<file path="config.mk">
export PLATFORM = sky130hd
export DESIGN_NAME = dns_reply_answer_extractor_flat
export DESIGN_NICKNAME = d
export VERILOG_FILES = /design/src/design/dre_pkg.sv /design/src/design/dre_in_if.sv /design/src/design/dre_out_if.sv /design/src/design/dre_rfifo.sv /design/src/design/dns_reply_answer_extractor.sv /design/src/flat_wrapper.sv
export VERILOG_INCLUDE_DIRS = /design/src /design/src/design
export SDC_FILE = /design/constraint.sdc
export NUM_CORES = 2
export LEC_CHECK = 0
export ABC_AREA = 0
export BUFFER_PORTS_ARGS = -buffer_cell sky130_fd_sc_hd__buf_2
export CAP_MARGIN = 20
export CORE_ASPECT_RATIO = 2
export CORE_UTILIZATION = 63
export CTS_CLUSTER_DIAMETER = 150
export DETAILED_ROUTE_END_ITERATION = 8
export PLACE_DENSITY = 0.77
export REMOVE_ABC_BUFFERS = 1
export SLEW_MARGIN = 30
export SYNTH_ARGS = -nofsm -noshare
export SYNTH_HDL_FRONTEND = slang
export SYNTH_SLANG_ARGS = --single-unit
</file>
<file path="constraint.sdc">
create_clock -name i_clk -period 8.3 [get_ports i_clk]
set_input_delay 0 -clock i_clk [delete_from_list [all_inputs] [get_ports i_clk]]
set_output_delay 0 -clock i_clk [all_outputs]
set_load 0.01 [all_outputs]
</file>
<file path="src/design/dns_reply_answer_extractor_defines.svh">
// Assertion macros for the DNS reply answer extractor.
// Used by the top level; no other dependencies.
`ifndef DNS_REPLY_ANSWER_EXTRACTOR_DEFINES_SVH
`define DNS_REPLY_ANSWER_EXTRACTOR_DEFINES_SVH
`ifndef SYNTHESIS
`define DRE_ASSERT_NOW(label, clk, rst_n, ante, cons) \
    label: assert property (@(posedge clk) disable iff (!rst_n) (ante) |-> (cons)) \
        else $error("assertion failed");
`define DRE_ASSERT_NEXT(label, clk, rst_n, ante, cons) \
    label: assert property (@(posedge clk) disable iff (!rst_n) (ante) |=> (cons)) \
        else $error("assertion failed");
`else
`define DRE_ASSERT_NOW(label, clk, rst_n, ante, cons)
`define DRE_ASSERT_NEXT(label, clk, rst_n, ante, cons)
`endif
`endif

</file>
<file path="src/design/dre_pkg.sv">
// Shared types and constants for the DNS reply answer extractor.
// No dependencies.
package dre_pkg;
    localparam int LengthBitsDefault = 16;
    localparam int HeaderBytes = 12;

    localparam logic [1:0] CfgFlagsMask     = 2'd0;
    localparam logic [1:0] CfgFlagsExpected = 2'd1;
    localparam logic [1:0] CfgMaxAddresses  = 2'd2;
    localparam logic [1:0] CfgNameLimit     = 2'd3;

    localparam logic [1:0] StatusOk       = 2'd0;
    localparam logic [1:0] StatusError    = 2'd1;
    localparam logic [1:0] StatusNone     = 2'd2;

    localparam logic KindRecord  = 1'b0;
    localparam logic KindSummary = 1'b1;

    typedef struct packed {
        logic        result_kind;
        logic [31:0] address;
        logic [31:0] ttl;
        logic [1:0]  status;
        logic        last;
    } t_result;

    typedef struct packed {
        logic [1:0] count;
        t_result    entry0;
        t_result    entry1;
    } t_push;
endpackage

</file>
<file path="src/design/dre_in_if.sv">
// Input channel of the DNS reply answer extractor: one payload byte per beat.
// No dependencies.
interface dre_in_if;
    logic        valid;
    logic        ready;
    logic [7:0]  payload_byte;
    logic        first_byte;
    logic [15:0] payload_length;
    logic        reply_expected;
    modport source (output valid, payload_byte, first_byte, payload_length,
                    reply_expected, input ready);
    modport sink (input valid, payload_byte, first_byte, payload_length,
                  reply_expected, output ready);
endinterface

</file>
<file path="src/design/dre_out_if.sv">
// Result channel of the DNS reply answer extractor.
// No dependencies.
interface dre_out_if;
    logic        valid;
    logic        ready;
    logic        result_kind;
    logic [31:0] address;
    logic [31:0] ttl;
    logic [1:0]  status;
    logic        last;
    modport source (output valid, result_kind, address, ttl, status, last, input ready);
    modport sink (input valid, result_kind, address, ttl, status, last, output ready);
endinterface

</file>
<file path="src/design/dre_rfifo.sv">
// Four-entry result queue taking up to two results a cycle.
// Depends on dre_pkg and dre_out_if.
module dre_rfifo (
    input  logic              i_clk,
    input  logic              i_rst_n,
    input  dre_pkg::t_push    i_push,
    output logic              o_space2,
    dre_out_if.source         o_res
);
    dre_pkg::t_result r_mem [4];
    logic [1:0] r_head;
    logic [1:0] r_tail;
    logic [2:0] r_count;
    logic       pop;

    assign pop      = o_res.valid && o_res.ready;
    assign o_space2 = (r_count <= 3'd2);

    always_ff @(posedge i_clk) begin
        if (!i_rst_n) begin
            r_head  <= '0;
            r_tail  <= '0;
            r_count <= '0;
        end else begin
            r_head  <= r_head + 2'(pop);
            r_tail  <= r_tail + i_push.count;
            r_count <= r_count + 3'(i_push.count) - 3'(pop);
        end
    end

    always_ff @(posedge i_clk) begin
        if (i_push.count != 2'd0) begin
            r_mem[r_tail] <= i_push.entry0;
        end
        if (i_push.count == 2'd2) begin
            r_mem[r_tail + 2'd1] <= i_push.entry1;
        end
    end

    assign o_res.valid       = (r_count != 3'd0);
    assign o_res.result_kind = r_mem[r_head].result_kind;
    assign o_res.address     = r_mem[r_head].address;
    assign o_res.ttl         = r_mem[r_head].ttl;
    assign o_res.status      = r_mem[r_head].status;
    assign o_res.last        = r_mem[r_head].last;
endmodule

</file>
<file path="src/design/dns_reply_answer_extractor.sv">
// DNS reply answer extractor: one payload byte a beat, results through a queue.
// Each result is registered into the queue as its byte is taken and is offered in order.
// Throughput: one byte per cycle; a byte is taken while two queue slots are free.
// Reset (synchronous, active low) idles the parser, clears the queue and loads
// the register defaults; bytes before a first byte are dropped.
// Depends on dre_pkg, dre_in_if, dre_out_if, dre_rfifo and the defines header.
`include "dns_reply_answer_extractor_defines.svh"
module dns_reply_answer_extractor #(
    parameter int LENGTH_BITS = dre_pkg::LengthBitsDefault
) (
    input  logic        i_clk,
    input  logic        i_rst_n,
    input  logic        i_cfg_we,
    input  logic [1:0]  i_cfg_idx,
    input  logic [15:0] i_cfg_data,
    dre_in_if.sink      i_req,
    dre_out_if.source   o_res
);
    localparam int L = LENGTH_BITS;

    // Parser phases. The whole per-byte update is one combinational step from
    // the registered state, so every byte can follow the previous one directly.
    typedef enum logic [3:0] {
        PH_IDLE, PH_HDR, PH_NAME, PH_LABEL, PH_PTR, PH_QTAIL, PH_AFIX, PH_ADATA, PH_DONE
    } t_phase;

    typedef struct packed {
        t_phase phase;
        logic   set_err;
        logic   set_in_ans;
        logic   clr_addr;
    } t_nxt;

    // Decision at the start of each answer record.
    function automatic t_nxt f_next_answer(logic a_zero, logic full, logic after_zero);
        t_nxt r;
        r = '{phase: PH_DONE, set_err: 1'b0, set_in_ans: 1'b0, clr_addr: 1'b0};
        if (a_zero || full) begin
            r.phase = PH_DONE;
        end else if (after_zero) begin
            r.clr_addr = 1'b1;
        end else begin
            r.phase = PH_NAME;
        end
        return r;
    endfunction

    // Decision after the header or after each question.
    function automatic t_nxt f_next_question(logic q_zero, logic start_ok, logic a_zero,
                                             logic full, logic after_zero);
        t_nxt r;
        r = '{phase: PH_DONE, set_err: 1'b0, set_in_ans: 1'b0, clr_addr: 1'b0};
        if (q_zero) begin
            if (start_ok) begin
                r = f_next_answer(a_zero, full, after_zero);
                r.set_in_ans = 1'b1;
            end
        end else if (after_zero) begin
            r.set_err = 1'b1;
        end else begin
            r.phase = PH_NAME;
        end
        return r;
    endfunction

    // Configuration registers.
    logic [15:0] r_flags_mask;
    logic [15:0] r_flags_expected;
    logic [4:0]  r_max_addresses;
    logic [7:0]  r_name_limit;

    always_ff @(posedge i_clk) begin
        if (!i_rst_n) begin
            r_flags_mask     <= 16'hFFFF;
            r_flags_expected <= 16'h0000;
            r_max_addresses  <= 5'd1;
            r_name_limit     <= 8'd254;
        end else if (i_cfg_we) begin
            case (i_cfg_idx)
                dre_pkg::CfgFlagsMask:     r_flags_mask     <= i_cfg_data;
                dre_pkg::CfgFlagsExpected: r_flags_expected <= i_cfg_data;
                dre_pkg::CfgMaxAddresses:  r_max_addresses  <= i_cfg_data[4:0];
                dre_pkg::CfgNameLimit:     r_name_limit     <= i_cfg_data[7:0];
                default: ;
            endcase
        end
    end

    // Parser state.
    t_phase      r_phase, n_phase;
    logic [L-1:0] r_offset, n_offset;
    logic [L-1:0] r_total, n_total;
    logic        r_exp, n_exp;
    logic [15:0] r_flags, n_flags;
    logic [15:0] r_q_left, n_q_left;
    logic [15:0] r_a_left, n_a_left;
    logic [7:0]  r_label_left, n_label_left;
    logic [7:0]  r_name_len, n_name_len;
    logic [31:0] r_shift, n_shift;
    logic [15:0] r_rdl, n_rdl;
    logic [4:0]  r_stored, n_stored;
    logic [31:0] r_first_addr, n_first_addr;
    logic        r_err, n_err;
    logic        r_in_ans, n_in_ans;
    logic        r_first_q, n_first_q;
    logic        r_rec_is_a, n_rec_is_a;
    logic [3:0]  r_sub, n_sub;
    logic [15:0] r_rec_type, n_rec_type;
    logic [31:0] r_rec_ttl, n_rec_ttl;

    logic            space2;
    logic            acc;
    dre_pkg::t_push  push;
    logic            push_sum;
    logic [7:0]      b;
    logic [L-1:0]    rem;
    logic [L-1:0]    after;
    logic            after_zero;
    logic            start_ok;
    logic [9:0]      nl;
    logic [15:0]     len;
    t_nxt            nx;
    dre_pkg::t_result rec_res;
    dre_pkg::t_result sum_res;
    logic [1:0]      st;

    assign i_req.ready = space2;
    assign acc = i_req.valid && space2;
    assign b   = i_req.payload_byte;

    always_comb begin
        n_phase = r_phase; n_offset = r_offset; n_total = r_total; n_exp = r_exp;
        n_flags = r_flags; n_q_left = r_q_left; n_a_left = r_a_left;
        n_label_left = r_label_left; n_name_len = r_name_len; n_shift = r_shift;
        n_rdl = r_rdl; n_stored = r_stored; n_first_addr = r_first_addr; n_err = r_err;
        n_in_ans = r_in_ans; n_first_q = r_first_q; n_rec_is_a = r_rec_is_a;
        n_sub = r_sub; n_rec_type = r_rec_type; n_rec_ttl = r_rec_ttl;
        push = '0;
        push_sum = 1'b0;
        rem = '0; after = '0; after_zero = 1'b0; start_ok = 1'b0; nl = '0; len = '0;
        nx = '{phase: PH_DONE, set_err: 1'b0, set_in_ans: 1'b0, clr_addr: 1'b0};
        rec_res = '0;
        sum_res = '0;
        st = dre_pkg::StatusOk;

        if (acc) begin
            if (i_req.first_byte) begin
                // A new reply restarts everything; an unfinished one is dropped.
                n_total = i_req.payload_length[L-1:0];
                n_exp = i_req.reply_expected;
                n_offset = '0; n_flags = '0; n_q_left = '0; n_a_left = '0;
                n_label_left = '0; n_name_len = '0; n_shift = '0; n_rdl = '0;
                n_stored = '0; n_first_addr = '0; n_err = 1'b0; n_in_ans = 1'b0;
                n_first_q = 1'b1; n_rec_is_a = 1'b0; n_sub = '0; n_rec_type = '0;
                n_rec_ttl = '0;
                n_phase = PH_HDR;
                if (n_total < L'(dre_pkg::HeaderBytes)) begin
                    n_err = 1'b1;
                end
            end

            if (i_req.first_byte && n_total == '0) begin
                // Empty reply: error summary at once.
                n_phase = PH_IDLE;
                sum_res = '{result_kind: dre_pkg::KindSummary, address: 32'd0, ttl: 32'd0,
                            status: dre_pkg::StatusError, last: 1'b1};
                push_sum = 1'b1;
            end else if (n_phase != PH_IDLE && n_offset < n_total) begin
                rem = n_total - n_offset;
                after = rem - L'(1);
                after_zero = (after == '0);
                start_ok = n_exp && ((n_flags & r_flags_mask) == r_flags_expected);
                n_shift = {n_shift[23:0], b};

                case (n_phase)
                    PH_HDR: begin
                        if (n_err) begin
                            n_phase = PH_DONE;
                        end else if (n_offset == L'(3)) begin
                            n_flags = n_shift[15:0];
                        end else if (n_offset == L'(5)) begin
                            n_q_left = n_shift[15:0];
                        end else if (n_offset == L'(7)) begin
                            n_a_left = n_shift[15:0];
                        end else if (n_offset == L'(11)) begin
                            nx = f_next_question(n_q_left == '0, start_ok, n_a_left == '0,
                                                 n_stored >= r_max_addresses, after_zero);
                            n_phase = nx.phase;
                            if (nx.set_err) n_err = 1'b1;
                            if (nx.set_in_ans) n_in_ans = 1'b1;
                            if (nx.clr_addr) n_first_addr = '0;
                        end
                    end
                    PH_NAME: begin
                        if (b[7:6] == 2'b11) begin
                            // Compression pointer: needs at least two more bytes in the reply.
                            if (rem > L'(2)) begin
                                n_phase = PH_PTR;
                            end else begin
                                n_phase = PH_DONE;
                                if (n_in_ans) n_first_addr = '0; else n_err = 1'b1;
                            end
                        end else if (b == 8'd0) begin
                            if (!n_in_ans && n_first_q && n_name_len >= r_name_limit) begin
                                n_err = 1'b1;
                                n_phase = PH_DONE;
                            end else begin
                                n_sub = '0;
                                n_shift = '0;
                                if (!n_in_ans) begin
                                    if (after < L'(4)) begin
                                        n_err = 1'b1;
                                        n_phase = PH_DONE;
                                    end else begin
                                        n_phase = PH_QTAIL;
                                    end
                                end else if (after < L'(10)) begin
                                    n_first_addr = '0;
                                    n_phase = PH_DONE;
                                end else begin
                                    n_phase = PH_AFIX;
                                end
                            end
                        end else if (rem <= L'(b) + L'(1)) begin
                            n_phase = PH_DONE;
                            if (n_in_ans) n_first_addr = '0; else n_err = 1'b1;
                        end else begin
                            nl = 10'(n_name_len) + 10'(n_name_len != 8'd0) + 10'(b);
                            if (!n_in_ans && n_first_q && nl > 10'(r_name_limit)) begin
                                n_err = 1'b1;
                                n_phase = PH_DONE;
                            end else begin
                                if (!n_in_ans && n_first_q) n_name_len = nl[7:0];
                                n_label_left = b;
                                n_phase = PH_LABEL;
                            end
                        end
                    end
                    PH_LABEL: begin
                        n_label_left = n_label_left - 8'd1;
                        if (n_label_left == 8'd0) n_phase = PH_NAME;
                    end
                    PH_PTR: begin
                        n_sub = '0;
                        n_shift = '0;
                        if (!n_in_ans) begin
                            if (after < L'(4)) begin
                                n_err = 1'b1;
                                n_phase = PH_DONE;
                            end else begin
                                n_phase = PH_QTAIL;
                            end
                        end else if (after < L'(10)) begin
                            n_first_addr = '0;
                            n_phase = PH_DONE;
                        end else begin
                            n_phase = PH_AFIX;
                        end
                    end
                    PH_QTAIL: begin
                        n_sub = n_sub + 4'd1;
                        if (n_sub >= 4'd4) begin
                            n_q_left = n_q_left - 16'd1;
                            n_first_q = 1'b0;
                            nx = f_next_question(n_q_left == '0, start_ok, n_a_left == '0,
                                                 n_stored >= r_max_addresses, after_zero);
                            n_phase = nx.phase;
                            if (nx.set_err) n_err = 1'b1;
                            if (nx.set_in_ans) n_in_ans = 1'b1;
                            if (nx.clr_addr) n_first_addr = '0;
                        end
                    end
                    PH_AFIX: begin
                        if (n_sub == 4'd9) begin
                            len = n_shift[15:0];
                            if (17'(after) < 17'(len)) begin
                                n_first_addr = '0;
                                n_phase = PH_DONE;
                            end else begin
                                n_rec_is_a = (n_rec_type == 16'd1) && (len == 16'd4);
                                n_rdl = len;
                                if (len == 16'd0) begin
                                    n_a_left = n_a_left - 16'd1;
                                    nx = f_next_answer(n_a_left == '0,
                                                       n_stored >= r_max_addresses,
                                                       after_zero);
                                    n_phase = nx.phase;
                                    if (nx.clr_addr) n_first_addr = '0;
                                end else begin
                                    n_phase = PH_ADATA;
                                end
                            end
                        end else begin
                            if (n_sub == 4'd1) n_rec_type = n_shift[15:0];
                            if (n_sub == 4'd7) n_rec_ttl = n_shift;
                            n_sub = n_sub + 4'd1;
                        end
                    end
                    PH_ADATA: begin
                        n_rdl = n_rdl - 16'd1;
                        if (n_rdl == 16'd0) begin
                            if (n_rec_is_a) begin
                                rec_res = '{result_kind: dre_pkg::KindRecord,
                                            address: n_shift, ttl: n_rec_ttl,
                                            status: dre_pkg::StatusOk, last: 1'b0};
                                push.count = 2'd1;
                                push.entry0 = rec_res;
                                n_stored = n_stored + 5'd1;
                                if (n_first_addr == '0) n_first_addr = n_shift;
                            end
                            n_a_left = n_a_left - 16'd1;
                            nx = f_next_answer(n_a_left == '0, n_stored >= r_max_addresses,
                                               after_zero);
                            n_phase = nx.phase;
                            if (nx.clr_addr) n_first_addr = '0;
                        end
                    end
                    default: ;
                endcase

                n_offset = n_offset + L'(1);
                if (n_offset == n_total) begin
                    // Last payload byte: close the reply with a summary.
                    if (n_err) begin
                        st = dre_pkg::StatusError;
                    end else if (!n_exp || n_first_addr == '0) begin
                        st = dre_pkg::StatusNone;
                    end else begin
                        st = dre_pkg::StatusOk;
                    end
                    sum_res = '{result_kind: dre_pkg::KindSummary,
                                address: (st == dre_pkg::StatusOk) ? n_first_addr : 32'd0,
                                ttl: 32'd0, status: st, last: 1'b1};
                    push_sum = 1'b1;
                    n_phase = PH_IDLE;
                end
            end

            if (push_sum) begin
                if (push.count == 2'd1) begin
                    push.count = 2'd2;
                    push.entry1 = sum_res;
                end else begin
                    push.count = 2'd1;
                    push.entry0 = sum_res;
                end
            end
        end
    end

    always_ff @(posedge i_clk) begin
        if (!i_rst_n) begin
            r_phase <= PH_IDLE; r_offset <= '0; r_total <= '0; r_exp <= 1'b0;
            r_flags <= '0; r_q_left <= '0; r_a_left <= '0; r_label_left <= '0;
            r_name_len <= '0; r_shift <= '0; r_rdl <= '0; r_stored <= '0;
            r_first_addr <= '0; r_err <= 1'b0; r_in_ans <= 1'b0; r_first_q <= 1'b0;
            r_rec_is_a <= 1'b0; r_sub <= '0; r_rec_type <= '0; r_rec_ttl <= '0;
        end else begin
            r_phase <= n_phase; r_offset <= n_offset; r_total <= n_total; r_exp <= n_exp;
            r_flags <= n_flags; r_q_left <= n_q_left; r_a_left <= n_a_left;
            r_label_left <= n_label_left; r_name_len <= n_name_len; r_shift <= n_shift;
            r_rdl <= n_rdl; r_stored <= n_stored; r_first_addr <= n_first_addr;
            r_err <= n_err; r_in_ans <= n_in_ans; r_first_q <= n_first_q;
            r_rec_is_a <= n_rec_is_a; r_sub <= n_sub; r_rec_type <= n_rec_type;
            r_rec_ttl <= n_rec_ttl;
        end
    end

    dre_rfifo u_rfifo (
        .i_clk    (i_clk),
        .i_rst_n  (i_rst_n),
        .i_push   (push),
        .o_space2 (space2),
        .o_res    (o_res)
    );

    // A beat outside any reply produces nothing.
    `DRE_ASSERT_NOW(a_idle_silent, i_clk, i_rst_n, acc && !i_req.first_byte && r_phase == PH_IDLE, push.count == 2'd0)
    // Two results in one cycle only when a record and the summary coincide.
    `DRE_ASSERT_NOW(a_two_push, i_clk, i_rst_n, push.count == 2'd2, push_sum && push.entry0.result_kind == dre_pkg::KindRecord)
    // The summary always returns the parser to idle.
    `DRE_ASSERT_NEXT(a_sum_idle, i_clk, i_rst_n, push_sum, r_phase == PH_IDLE)
endmodule
</file>
<file path="src/flat_wrapper.sv">
// flat-port wrapper written by rule: the top's interface ports become plain ports
module dns_reply_answer_extractor_flat 
#(
    parameter int LENGTH_BITS = dre_pkg::LengthBitsDefault
)
  (i_clk, i_rst_n, i_cfg_we, i_cfg_idx, i_cfg_data, i_req_valid, i_req_payload_byte, i_req_first_byte, i_req_payload_length, i_req_reply_expected, i_req_ready, o_res_valid, o_res_result_kind, o_res_address, o_res_ttl, o_res_status, o_res_last, o_res_ready);
  dre_in_if i_req_i ();
  dre_out_if o_res_i ();
  input  logic i_clk;
  input  logic i_rst_n;
  input  logic i_cfg_we;
  input  logic [1:0] i_cfg_idx;
  input  logic [15:0] i_cfg_data;
  input wire logic [$bits(i_req_i.valid)-1:0] i_req_valid;
  input wire logic [$bits(i_req_i.payload_byte)-1:0] i_req_payload_byte;
  input wire logic [$bits(i_req_i.first_byte)-1:0] i_req_first_byte;
  input wire logic [$bits(i_req_i.payload_length)-1:0] i_req_payload_length;
  input wire logic [$bits(i_req_i.reply_expected)-1:0] i_req_reply_expected;
  output wire logic [$bits(i_req_i.ready)-1:0] i_req_ready;
  output wire logic [$bits(o_res_i.valid)-1:0] o_res_valid;
  output wire logic [$bits(o_res_i.result_kind)-1:0] o_res_result_kind;
  output wire logic [$bits(o_res_i.address)-1:0] o_res_address;
  output wire logic [$bits(o_res_i.ttl)-1:0] o_res_ttl;
  output wire logic [$bits(o_res_i.status)-1:0] o_res_status;
  output wire logic [$bits(o_res_i.last)-1:0] o_res_last;
  input wire logic [$bits(o_res_i.ready)-1:0] o_res_ready;
  assign i_req_i.valid = i_req_valid;
  assign i_req_i.payload_byte = i_req_payload_byte;
  assign i_req_i.first_byte = i_req_first_byte;
  assign i_req_i.payload_length = i_req_payload_length;
  assign i_req_i.reply_expected = i_req_reply_expected;
  assign i_req_ready = i_req_i.ready;
  assign o_res_valid = o_res_i.valid;
  assign o_res_result_kind = o_res_i.result_kind;
  assign o_res_address = o_res_i.address;
  assign o_res_ttl = o_res_i.ttl;
  assign o_res_status = o_res_i.status;
  assign o_res_last = o_res_i.last;
  assign o_res_i.ready = o_res_ready;
  dns_reply_answer_extractor #(.LENGTH_BITS(LENGTH_BITS)) u_core (.i_clk(i_clk), .i_rst_n(i_rst_n), .i_cfg_we(i_cfg_we), .i_cfg_idx(i_cfg_idx), .i_cfg_data(i_cfg_data), .i_req(i_req_i), .o_res(o_res_i));
endmodule
</file>
## Yosys cells after proc, flatten, opt, wreduce, memory -nomap -nowiden

Memory sizes are Yosys's and may differ from the RTL's. A register that Yosys moved wholly into a read port is not among the register bits.
Index checks and enable logic that the tools add are counted.
W data, S select, Z words.

| word-level totals | value |
|---|---|
| input bits | 49 |
| memories | 1 |
| logic and storage cells | 418 |
| register bits after elaboration | 294 |
| RAM bits | 272 |

Memory list:

| memory | words | bits a word | rd ports | clocked after memory_dff | write ports | line | source |
|---|---|---|---|---|---|---|---|
| u_core.u_rfifo.r_mem | 4 | 68 | 1 | 1 | 2 | dre_rfifo.sv:10 | `dre_pkg::t_result r_mem [4];` |

| operators by class | value |
|---|---|
| reductions and logical operators | 37 |
| $lt $le $gt $ge | 13 |
| equal/unequal tests | 24 |
| bitwise logic cells | 1 |
| mux-type cells | 298 |
| add/subtract/negate cells | 17 |

Operator list:

| cell | number |
|---|---|
| $mux W32 | 45 |
| $mux W16 | 46 |
| $mux W70 | 5 |
| $mux W68 | 5 |
| $mux W138 | 2 |
| $pmux W32 S6 | 1 |
| $mux W4 | 37 |
| $mux W8 | 18 |
| $mux W5 | 28 |
| $logic_not A16 Y1 | 8 |
| $mux W1 | 76 |
| $mux W69 | 1 |
| $logic_not A32 Y1 | 2 |
| $pmux W16 S2 | 2 |
| $pmux W32 S2 | 1 |
| $sub A16 B1 Y16 const B | 4 |
| $eq A16 B3 Y1 const B | 3 |
| $mux W2 | 24 |
| $pmux W16 S3 | 1 |
| $eq A16 B16 Y1 | 2 |
| $lt A16 B16 Y1 | 2 |
| $lt A16 B4 Y1 const B | 2 |
| $pmux W4 S7 | 1 |
| $eq A4 B3 Y1 const B | 5 |
| 45 further kinds | 69 |

## Longest topological paths before layout

| logic depth | value |
|---|---|
| depth in word-level cells | 48 |
| mapped depth | 38 |
| gate-level depth less buffers | 28 |

## Cells and area by module

Synthesis repeated with hierarchy kept, for this count alone.

| second synthesis, totals | value |
|---|---|
| cell total of the unflattened synthesis | 3,531 |
| area, all modules | 34,506.8 sq um |

Modules (own cells, without submodules):

| module | times used | sequential area each (sq um) | area each (sq um) | cells an instance |
|---|---|---|---|---|
| dns_reply_answer_extractor | 1 | 5,585.4 | 20,883.8 | 2,827 |
| dre_rfifo | 1 | 8,308.0 | 13,623.1 | 704 |

## Least setup slack after synthesis

Ideal clock, no wire load.

| path | value |
|---|---|
| kind | input to register |
| start | input port i_req_first_byte |
| end | memory u_core.u_rfifo.r_mem[0][0] (netlist name) (enable) |
| data arrival time | 6,993 ps |
| buffers on the path | 12 |
| data required time | 7,910 ps |
| setup slack | 918 ps |
| stages on the path | 30 |
| cell sequence | buf_4 -> buf_6 -> buf_4 -> buf_2 -> buf_2 -> clkbuf_1 -> clkbuf_1 -> clkbuf_1 -> clkbuf_1 -> clkbuf_1 -> nor2b_1 -> ha_1 -> inv_1 -> fa_1 -> o211ai_1 -> a32o_2 -> or4_4 -> nand4_1 -> a31oi_1 -> o21a_1 -> or4_1 -> buf_2 -> o41ai_1 -> ha_1 -> nor2_1 -> a21oi_1 -> nor3_1 -> nor2_1 -> clkbuf_1 -> inv_1 |

RTL lines:

| what | line | source |
|---|---|---|
| from (decl) | flat_wrapper.sv:16 | `input wire logic [$bits(i_req_i.first_byte)-1:0] i_req_first_byte;` |
| to (decl) | dre_rfifo.sv:10 |  |

==> results.json <==
{
  "synth-seq-cells": 554,
  "design_area_sq_um": 36200,
  "finalSetupViolCount": 0,
  "critPathMostFrequentCell": "o21ai_0",
  "clk_latency_ps": 640,
  "setup.worst_path.start_class": "input pin",
  "drtAntennaViolNets": 0,
  "worst-path-stages": 29,
  "routed_via_density": 7.04,
  "yosysSeqAreaShare_pct": 38.0,
  "r2r_cells": 21,
  "dp_hpwl_um": 84800,
  "cpPeakStageDelay_ps": 710,
  "worstPathArrival_ps": 7710,
  "grt_overflow": 0,
  "synth_area_per_cell_sq_um": 8.79,
  "final_cells": 4466,
  "period_share_pct": 88.8,
  "clock_path_buffers": 3,
  "drt_iter0_drc": 3320,
  "rows": 118,
  "hold_class": "in2reg",
  "synth_edf_count": 140,
  "grt_max_degree": 122,
  "slowest_stage": "or4b_2",
  "wire_per_inst_um": 27.7,
  "path_buf_inv": 5,
  "fin_ws_ps": 933,
  "drc": 0,
  "portBuffers": 118,
  "drive_gt1_share_pct": 12.1,
  "endpoint": "u_core.u_rfifo.r_mem[0][54]$_DFFE_PP_",
  "dp_cells": 4315,
  "grt_pass1_vias": 31600,
  "path_max_fanout": 56,
  "finalWorstPathRequiredPeriod_ps": 7370,
  "fp.dieH_um": 325,
  "tightest_slew_ps": 1050,
  "rrSetupSlack_ps": 1170,
  "crit_required_ps": 8640,
  "ir_drop_mv": 0.305,
  "fin_util_pct": 70.1,
  "crit_start": "i_req_first_byte",
  "final.setup_skew_ps": 32.3,
  "slew_viol_final": 0,
  "grt_pass1_wl_um": 185000,
  "rr_endpoint": "u_core.u_rfifo.r_mem[1][36]$_DFFE_PP_",
  "io_pins": 119,
  "cts_max_level": 2,
  "whs_ps": 9.96,
  "cp-end-kind": "flop",
  "path_delay_family": "simple AND/OR/NAND/NOR gates",
  "synth_area_sq_um": 32800,
  "die_w_um": 163,
  "syn-instance-count": 3735,
  "synth.distinct_cells": 111,
  "cts-buffers-inserted": 50,
  "hold_viol_final": 0,
  "dr.pass1.iters": 7,
  "slew_headroom_pct": 29.8,
  "dpl_cell_area_sq_um": 33900,
  "clockRootBuffer": "clkbuf_16",
  "path_class": "in2reg",
  "fp.coreArea_sq_um": 51700,
  "nets": 3915,
  "cts_tree": "done",
  "die_area_sq_um": 53100,
  "clk_pin_slew_worst_paths_ps": 70,
  "yosys_warnings": 0,
  "routed_wl_um": 124000,
  "clock-sinks": 554,
  "status": "completed",
  "cts_setup_buffers": 0,
  "place_congestion": 1.08,
  "antenna_found_initial": 4,
  "syn2layout_area_growth_pct": 10.2,
  "p_per_area_nw_per_um2": 200,
  "synth_flop_cell": "dfxtp_1",
  "initial_utilization_pct": 63.5,
  "r2r-start": "u_core.r_offset[0]$_SDFFE_PN0P_",
  "grt_usage_pct": 46.2,
  "maxCapViolCount": 0,
  "dp_slack_ps": 1040,
  "fmax_ghz": 0.136,
  "rsz0062_at_grt": "false",
  "leakage_nw": 13.0,
  "vias": 31400,
  "async_reset_ff_share_pct": 0
}
## registers in the layout, summed over array words and instances, names as in the netlist, 3 cells and up
register                 cells
u_core.r_total              16
u_core.r_q_left             16
u_core.r_label_left          8
u_core.r_rdl                16
u_core.r_flags              16
u_core.r_a_left             16
u_core.r_stored              5
u_core.u_rfifo.r_mem       268
u_core.r_rec_type           16
u_core.r_rec_ttl            32
u_core.r_flags_expected     16
u_core.r_max_addresses       5
u_core.r_flags_mask         16
u_core.r_sub                 4
u_core.r_name_len            8
u_core.r_shift              24
u_core.r_first_addr         32
u_core.r_name_limit          8
u_core.u_rfifo.r_count       3
u_core.r_phase               4
u_core.r_offset             16
## final cells by class
type	instances	area, sq um
clock buffers	70	1470
inverters	120	452
diodes	2	5.00
repair buffers	259	1850
multi-input cells	2778	18800
well taps	660	826
flip-flops and latches	554	12500
fillers	3979	15500
clock inverters	23	250
## worst min-delay path by stage
stage / start / endpoint / slack [ps] / cells after the start
2_1_floorplan: i_rst_n / u_core.r_max_addresses[0]$_SDFFE_PN1P_ / 60 / 1
3_3_place_gp: i_cfg_data[14] / u_core.r_flags_mask[14]$_SDFFE_PN1P_ / 230 / 3
3_5_place_dp: i_cfg_data[9] / u_core.r_flags_mask[9]$_SDFFE_PN1P_ / 230 / 3
4_1_cts: i_req_valid / u_core.r_a_left[6]$_SDFFE_PN0P_ / 7 / 4
5_1_grt: i_req_valid / u_core.r_a_left[6]$_SDFFE_PN0P_ / 60 / 4
6_report: i_req_valid / u_core.r_a_left[6]$_SDFFE_PN0P_ / 10 / 4
## cells by family (layout without fill, tap and decap cells)
family          Yosys count  count (layout)  synth area share, %
buf+inv                 403             472                 5.03
mux                     111             111                 5.98
fa+ha+maj               103             103                 3.99
simple gates           1382            1382                 21.1
other cells               0               2                    0
compound gates         1062            1062                 22.6
flops                   554             554                 38.0
xor+xnor                120             120                 3.20
## report_power, final
| group | switching (mW) | internal (mW) |
|---|---|---|
| clock | 1.12 | 1.32 |
| sequential | 0.0937 | 2.81 |
| combinational | 1.27 | 0.625 |
## repair_timing
item,4_1_cts,5_1_grt
setup endpoints to repair,0,0
hold buffers,54,0
resized for setup,0,0
endpoints found under the hold margin,77,0
## layer usage
metal	global-route usage (%)	share of wire, %	vias up
met5	0.379	0.015	-
met4	48.7	12	4
met3	10.8	9.0	799
met2	77.0	48	2057
met1	44.7	31	14900
li1	-	-	13700
## per-stage QoR
stage / setup TNS (ps) / power [mW]
final: 0 / 7.23
after detailed placement: 0 / 4.74
after global placement: 0 / 4.70
after CTS: 0 / 7.15
after global routing: 0 / 7.43
after floorplan: -90510 / 4.05
## cells in the mapped netlist (24+ instances only)
cell        n  area [sq um]
mux2i_1    36           360
o21a_1     24           180
xor2_1     50           438
and3_1     34           213
o21ai_0   173           866
nor3_1     73           365
nor2_1    200           751
a22o_1    131          1150
nor2b_1   196          1230
a22oi_1   146          1100
xnor2_1    70           613
nand3_1    98           490
o211ai_1   24           180
nand4_1    41           257
nand2_1   488          1830
a21oi_1   123           616
a21o_1     29           218
and2_1     68           425
o21ai_1   120           601
ha_1      100          1250
inv_1     117           439
nand2b_1   26           163
a31oi_1    25           156
edfxtp_1  140          4200
a21boi_0   47           353
dfxtp_1   414          8290
o22ai_1    48           300
nor4_1     49           307
clkbuf_1  235           882
mux4_2     67          1510
## tightest hold or removal path, stage by stage
cell	delay, ps
buf_2	110
and2_2	260
o21ai_0	180
a21oi_1	50
## placed cells by master (no fill, tap or decap), drive strengths merged, types with 29 or more instances in the layout
cell type | Yosys | layout
a21boi | 58 | 58
a21o | 29 | 29
a21oi | 124 | 124
a22o | 131 | 131
a22oi | 146 | 146
and2 | 70 | 70
and3 | 35 | 35
buf | 48 | 205
clkbuf | 235 | 70
dfxtp | 414 | 414
dlygate4sd3 | 0 | 54
edfxtp | 140 | 140
ha | 100 | 100
inv | 118 | 122
mux2i | 36 | 36
mux4 | 67 | 67
nand2 | 488 | 488
nand3 | 98 | 98
nand4 | 42 | 42
nor2 | 202 | 202
nor2b | 196 | 196
nor3 | 73 | 73
nor4 | 51 | 51
o21ai | 297 | 297
o22ai | 48 | 48
xnor2 | 70 | 70
xor2 | 50 | 50
Power figures use the tool's default switching activity.
